File: config.mk
export PLATFORM = sky130hd
export DESIGN_NAME = extended_gcd
export DESIGN_NICKNAME = d
export VERILOG_FILES = /design/src/hdl/egcd_pkg.sv /design/src/hdl/extended_gcd.sv /design/src/hdl/egcd_divider.sv
export SDC_FILE = /design/constraint.sdc
export NUM_CORES = 2
export LEC_CHECK = 0
export ABC_AREA = 1
export BUFFER_PORTS_ARGS = -buffer_cell sky130_fd_sc_hd__buf_4
export CORE_UTILIZATION = 40
export CTS_BUF_LIST = sky130_fd_sc_hd__clkbuf_16
export DETAILED_ROUTE_END_ITERATION = 6
export PLACE_DENSITY = 0.57
export SYNTH_ARGS = -nofsm -noshare
export SYNTH_HDL_FRONTEND = slang
export SYNTH_SLANG_ARGS = --single-unit
File: constraint.sdc
create_clock -name clk -period 58.2 [get_ports clk]
set_input_delay 5.82 -clock clk [delete_from_list [all_inputs] [get_ports clk]]
set_output_delay 5.82 -clock clk [all_outputs]
set_load 0.01 [all_outputs]
File: src/hdl/egcd_pkg.sv
package egcd_pkg;

	localparam int unsigned OPERAND_BITS = 63;
	localparam int unsigned COEF_BITS    = 64;
	localparam int unsigned IN_BYTES     = (2 * OPERAND_BITS + 7) / 8;
	localparam int unsigned OUT_BITS     = OPERAND_BITS + 2 * COEF_BITS;
	localparam int unsigned OUT_BYTES    = (OUT_BITS + 7) / 8;

	typedef logic [COEF_BITS-1:0] coef_t;

endpackage

File: src/hdl/extended_gcd.sv
// Extended Euclid: one transfer in, one transfer out with gcd and Bezout coefficients x, y
// (a*x + b*y = gcd, coefficients 64-bit two's complement). Each Euclid step starts a restoring
// divider and waits for its done strobe. It then forms two products on one shared 64x64
// mod-2^64 multiply, each done as four 32x32 partial products at one per cycle. An item
// takes at most about 90 Euclid steps at WIDTH 63. The block accepts no new item until the
// result has been taken.
module extended_gcd #(
	parameter int unsigned WIDTH = 63
) (
	input  logic                           clk,
	input  logic                           arst_n,
	input  logic                           s_tvalid,
	output logic                           s_tready,
	// operand_a[62:0], operand_b[125:63], zero pad
	input  logic [egcd_pkg::IN_BYTES*8-1:0]  s_tdata,
	output logic                           m_tvalid,
	input  logic                           m_tready,
	// gcd_value[62:0], coef_x[126:63], coef_y[190:127], zero pad
	output logic [egcd_pkg::OUT_BYTES*8-1:0] m_tdata
);
	import egcd_pkg::*;

	typedef enum logic [2:0] {IDLE, DIV_START, DIV_WAIT, MUL, OUT} state_t;

	state_t           state_q;
	logic [WIDTH-1:0] a_q, b_q;
	coef_t            xp_q, xc_q, yp_q, yc_q, acc_q, q_q;
	logic [2:0]       ph_q;
	logic             div_start, div_done;
	logic [WIDTH-1:0] quo, rem;
	logic [31:0]      mul_a, mul_b;
	logic [63:0]      prod;
	coef_t            term, mc;

	egcd_divider #(.WIDTH(WIDTH)) u_div (
		.clk, .arst_n, .start(div_start), .dividend(a_q), .divisor(b_q),
		.done(div_done), .quotient(quo), .remainder(rem)
	);

	// divider runs only when there is a nonzero divisor
	assign div_start = (state_q == DIV_START) && (b_q != '0);

	// shared 32x32 multiplier; phase bit2 picks x or y, bits1:0 the partial product
	assign mc    = ph_q[2] ? yc_q : xc_q;
	assign mul_a = ph_q[0] ? mc[63:32] : mc[31:0];
	assign mul_b = ph_q[1] ? q_q[63:32] : q_q[31:0];
	assign prod  = mul_a * mul_b;
	always_comb begin
		case (ph_q[1:0])
			2'd0:    term = prod;
			2'd1,
			2'd2:    term = {prod[31:0], 32'd0};
			default: term = '0;
		endcase
	end

	always_ff @(posedge clk or negedge arst_n) begin
		if (!arst_n) begin
			state_q <= IDLE;
			ph_q    <= '0;
		end else begin
			case (state_q)
				IDLE: if (s_tvalid) begin
					a_q  <= s_tdata[WIDTH-1:0];
					b_q  <= s_tdata[OPERAND_BITS+WIDTH-1:OPERAND_BITS];
					xp_q <= coef_t'(1);
					xc_q <= '0;
					yp_q <= '0;
					yc_q <= coef_t'(1);
					state_q <= DIV_START;
				end
				DIV_START: state_q <= (b_q == '0) ? OUT : DIV_WAIT;
				DIV_WAIT: if (div_done) begin
					q_q   <= COEF_BITS'(quo);
					acc_q <= '0;
					ph_q  <= '0;
					state_q <= MUL;
				end
				MUL: begin
					ph_q <= ph_q + 1'b1;
					if (ph_q[1:0] == 2'd3) begin
						// finished one product: update the pair
						if (!ph_q[2]) begin
							xp_q  <= xc_q;
							xc_q  <= xp_q - (acc_q + term);
							acc_q <= '0;
						end else begin
							yp_q <= yc_q;
							yc_q <= yp_q - (acc_q + term);
							a_q  <= b_q;
							b_q  <= rem;
							state_q <= DIV_START;
						end
					end else begin
						acc_q <= acc_q + term;
					end
				end
				OUT: if (m_tready) state_q <= IDLE;
				default: state_q <= IDLE;
			endcase
		end
	end

	assign s_tready = (state_q == IDLE);
	assign m_tvalid = (state_q == OUT);
	assign m_tdata  = {{(OUT_BYTES*8-OUT_BITS){1'b0}}, yp_q, xp_q,
		OPERAND_BITS'(a_q)};

`ifndef SYNTH
	a_out_holds: assert property (@(posedge clk) disable iff (!arst_n)
		m_tvalid && !m_tready |=> m_tvalid && $stable(m_tdata))
		else $error("result changed while stalled");
	a_out_zero_b: assert property (@(posedge clk) disable iff (!arst_n)
		m_tvalid |-> b_q == '0) else $error("result with nonzero divisor");
	a_busy_not_ready: assert property (@(posedge clk) disable iff (!arst_n)
		state_q == MUL |-> !s_tready && !m_tvalid) else $error("handshake during step");
`endif
endmodule

File: src/hdl/egcd_divider.sv
// restoring divider, one quotient bit per cycle
module egcd_divider #(
	parameter int unsigned WIDTH = 63
) (
	input  logic             clk,
	input  logic             arst_n,
	input  logic             start,
	input  logic [WIDTH-1:0] dividend,
	input  logic [WIDTH-1:0] divisor,
	output logic             done,
	output logic [WIDTH-1:0] quotient,
	output logic [WIDTH-1:0] remainder
);
	localparam int unsigned CW = $clog2(WIDTH + 1);

	logic [WIDTH-1:0] rem_q, quo_q, div_q;
	logic [CW-1:0]    cnt_q;
	logic             busy_q, done_q;
	logic [WIDTH:0]   trial;
	logic [WIDTH:0]   diff;

	// shift in next dividend bit and try subtracting
	assign trial = {rem_q, quo_q[WIDTH-1]};
	assign diff  = trial - {1'b0, div_q};

	always_ff @(posedge clk or negedge arst_n) begin
		if (!arst_n) begin
			busy_q <= 1'b0;
			done_q <= 1'b0;
			cnt_q  <= '0;
		end else begin
			done_q <= 1'b0;
			if (start) begin
				busy_q <= 1'b1;
				cnt_q  <= CW'(WIDTH);
			end else if (busy_q) begin
				cnt_q <= cnt_q - 1'b1;
				if (cnt_q == CW'(1)) begin
					busy_q <= 1'b0;
					done_q <= 1'b1;
				end
			end
		end
	end

	// datapath
	always_ff @(posedge clk) begin
		if (start) begin
			rem_q <= '0;
			quo_q <= dividend;
			div_q <= divisor;
		end else if (busy_q) begin
			if (!diff[WIDTH]) begin
				rem_q <= diff[WIDTH-1:0];
				quo_q <= {quo_q[WIDTH-2:0], 1'b1};
			end else begin
				rem_q <= trial[WIDTH-1:0];
				quo_q <= {quo_q[WIDTH-2:0], 1'b0};
			end
		end
	end

	assign done      = done_q;
	assign quotient  = quo_q;
	assign remainder = rem_q;

`ifndef SYNTH
	a_done_after_busy: assert property (@(posedge clk) disable iff (!arst_n)
		done_q |-> $past(busy_q)) else $error("divider done without work");
	a_no_start_busy: assert property (@(posedge clk) disable iff (!arst_n)
		busy_q && cnt_q != CW'(1) |=> !done_q) else $error("divider done early");
	a_rem_below: assert property (@(posedge clk) disable iff (!arst_n)
		done_q |-> rem_q < div_q) else $error("remainder not below divisor");
`endif
endmodule

==> results by group <==
CTS
  – CTS Sinks: slightly above 700
  – H-tree Lvls: 3
  – Post-CTS Setup Repair Bufs: 0
  – Worst-Skew Late Latency: ~730 ps
  – Num CTS Buffers: 79
  – Cts hold-fix bufs: 0
  – Reg clk slew, reported paths: 60 ps
  – Clock Path Buffers: 3
  – Cts repair resizes: 0
  – TritonCTS clock tree: built
  – Clock Tree Root: clkbuf_16

Logic synthesis
  – Post-Synthesis Cells: 10200
  – Distinct cells, synth: 58
  – Post-synth EDFFs: between 600 and 700
  – Sequential cell area fraction in the yosys report: between 20% and 30%
  – Syn nets: roughly 12000
  – Post-synth top area cell: edfxtp_1
  – Async SR Flop Fraction: roughly 2.0%
  – Syn. warnings: 0
  – Ys flop type: edfxtp_1
  – Mapped cell area: about 80000 µm²
  – Avg Cell Area, Syn: around 8 µm²
  – Synth top area share: between 20% and 30%
  – Yosys reg bits: between 700 and 800
  – Top cells by area in the synthesized netlist: edfxtp_1, fa_1, nand2_1

Floorplanning
  – Die extent in y: roughly 450 µm
  – Initial Util: 40.4%
  – Die W: around 450 µm
  – Die ar.: between 200000 and 250000 µm²
  – I/O Pins: around 330
  – Cell Rows: 163
  – Core region area: between 150000 and 200000 µm²

Global routing
  – Initial antenna violation count: 13
  – GR Overflow Total: 0
  – Largest net degree at the start of global routing: ~150
  – Vias in the first global route: about 69000
  – Total GRT Usage: ~30%
  – First-pass GRT wire length: 448000 µm

Placement
  – Port Buffer Count: about 320
  – Post-DP Area: 85500 µm²
  – DP HPWL: ~250000 µm
  – Routability cong.: just under 1

Status
  – Failing checks: design-rule violations
  – Status: finished with violations

Timing
  – Final period util: 26.6%
  – Final hold vios: 0
  – Hold WS: around 430 ps
  – Endpoints failing setup: 0
  – Number of max-slew violations in the final report: 0
  – RSZ-0062 raised after global routing: no
  – Slew @ Worst Pin: ~1300 ps
  – Max-slew headroom: 15.1%
  – Fmax: 64.6 MHz
  – Tmin final: between 15000 and 20000 ps
  – Setup TNS: 0 ps
  – Clock Skew: 35.3 ps

Worst setup path
  – Cell with the most instances on the worst path: nand2_1
  – FF-to-FF End: yc_q[63]
  – Crit-path max FO: 54
  – Worst path bufs/invs: 8
  – Slowest stage delay, CP: roughly 950 ps
  – Worst Setup Start Kind: register
  – Worst R2R Path Depth: 48
  – CP Launch Point: ph_q[2]
  – WS Path Type: reg2reg
  – CP max stage cell: xor2_1
  – CP arrival: about 16000 ps
  – Critical path required time: around 60000 ps
  – R2r setup slk: about 43000 ps
  – Largest delay share family, worst path: adder cells
  – CP endpoint kind: register
  – Reg2reg start: ph_q[2]

Finish
  – Storage element area: approximately 21000 µm²
  – Fill cells: 20100
  – Multi-input gate area: 50100 µm²
  – Relative area change from synthesis to final layout: 10.3%
  – Post-Layout Inst Area: 88000 µm²
  – Fraction of layout cells with a size suffix above 1: 8.09%
  – Nets@finish: between 10000 and 15000
  – Final core occ: 44.5%

Routing
  – Uppermost layer routed: met5
  – Total Wirelength: 303000 µm
  – Vias/cell: roughly 5.3
  – Final ANT Viol Nets: 0
  – Met2 WL post-DR: between 100000 and 150000 µm
  – Initial DRC count: approximately 6200
  – Drt wl/cell: about 23 µm
  – DRT Pass-1 Iters: 7
  – Vias post-DR: between 60000 and 70000
  – DRC Markers: 2
  – Routed wire length on met3: between 20000 and 25000 µm
  – DRT met1 WL: 132000 µm

Worst hold path
  – Worst Hold Class: reg2reg
  – Hold path startpoint: b_q[19]
  – Worst Hold Path EP: u_div.div_q[19]
  – Cell depth of the worst hold path: 0

Run
  – Max-cap violations: 0
-- stage by stage --
step	setup WS (ps)	instances
after floorplan	33980	10200
after global routing	42050	13100
after CTS	42930	13100
after detailed placement	42970	13000
after global placement	42910	13000
final	42720	13100
-- area by class of cell --
cell class | count | share of cell area [%]
Antenna cell | 4 | 0.0114
Sequential cell | 712 | 23.5
Tap cell | 2640 | 3.75
Clock buffer | 80 | 2.27
Timing Repair Buffer | 450 | 3.85
Inverter | 2117 | 9.04
Clock inverter | 62 | 0.622
Multi-Input combinational cell | 7066 | 57.0
-- cells in the mapped netlist (4+ instances only) --
library cell	count
nand2_1	2277
inv_1	2085
nor2_1	1182
fa_1	900
edfxtp_1	635
a21oi_1	579
o21ai_0	508
ha_1	480
nand3_1	290
clkbuf_1	274
a31oi_1	88
nand2_2	85
xnor2_1	73
xor2_1	67
nor2_2	64
dfxtp_1	63
o211ai_1	63
o21a_1	55
nor3_1	46
nand4_1	44
a21boi_0	37
or2_2	36
o21ai_1	26
a21o_1	24
nand3_2	24
o21bai_1	18
clkinv_1	17
nor4_1	16
buf_2	15
inv_2	15
nor2_4	15
dfrtp_1	14
buf_1	13
nand3b_1	11
nand4_2	6
nor3_2	6
o221ai_1	6
a221oi_1	5
and3_1	5
a211oi_1	4
a21oi_2	4
o31ai_1	4
-- cells in the final DEF, fill, tap and decap left out, types with 36 or more instances in the layout --
master,n
o21ai_0,491
nor3_1,43
inv_1,2092
dfxtp_1,63
buf_4,449
nand2_1,2274
o21a_1,55
or2_2,36
nand3_1,290
clkbuf_16,80
a31oi_1,88
a21oi_1,579
nand2_2,86
o211ai_1,63
edfxtp_1,635
a21boi_0,37
ha_1,480
nor2_1,1180
fa_1,900
nand4_1,44
xnor2_1,73
nor2_2,64
xor2_1,67
-- layer usage --
layer / global-route usage [%] / vias up
li1: - / 32200
met1: 40.8 / 34100
met2: 47.1 / 2458
met3: 3.95 / 569
met4: 13.6 / 12
met5: 0 / -
-- sequential cells by signal (all words and copies together) (netlist names), 6 cells and up --
name,flops
u_div.quotient,63
u_div.remainder,63
xc_q,64
u_div.cnt_q,6
q_q,63
b_q,63
u_div.div_q,63
yc_q,64
a_q,63
xp_q,64
acc_q,64
yp_q,64
-- worst max-delay path by stage --
stage                     slack, ps       end  depth (start not counted)
after floorplan               33980    a_q[0]                          3
after global placement        42910  yc_q[63]                         53
after detailed placement      42970  yc_q[63]                         49
after CTS                     42930  yc_q[63]                         49
after global routing          42050  yc_q[63]                         53
final                         42720  yc_q[63]                         48
-- logic make-up (layout without fill, tap and decap cells) --
family / count (synthesis) / count (layout) / synth area share [%]
flops: 712 / 712 / 25.9
other cells: 1 / 5 / 0.00470
xor+xnor: 140 / 140 / 1.54
fa+ha+maj: 1380 / 1380 / 30.1
buf+inv: 2420 / 2709 / 11.4
compound gates: 1435 / 1435 / 9.91
simple gates: 4110 / 4110 / 21.1
Power is not shown: default switching activity piles up to over one toggle a cycle in this logic, so the estimate is an artifact.
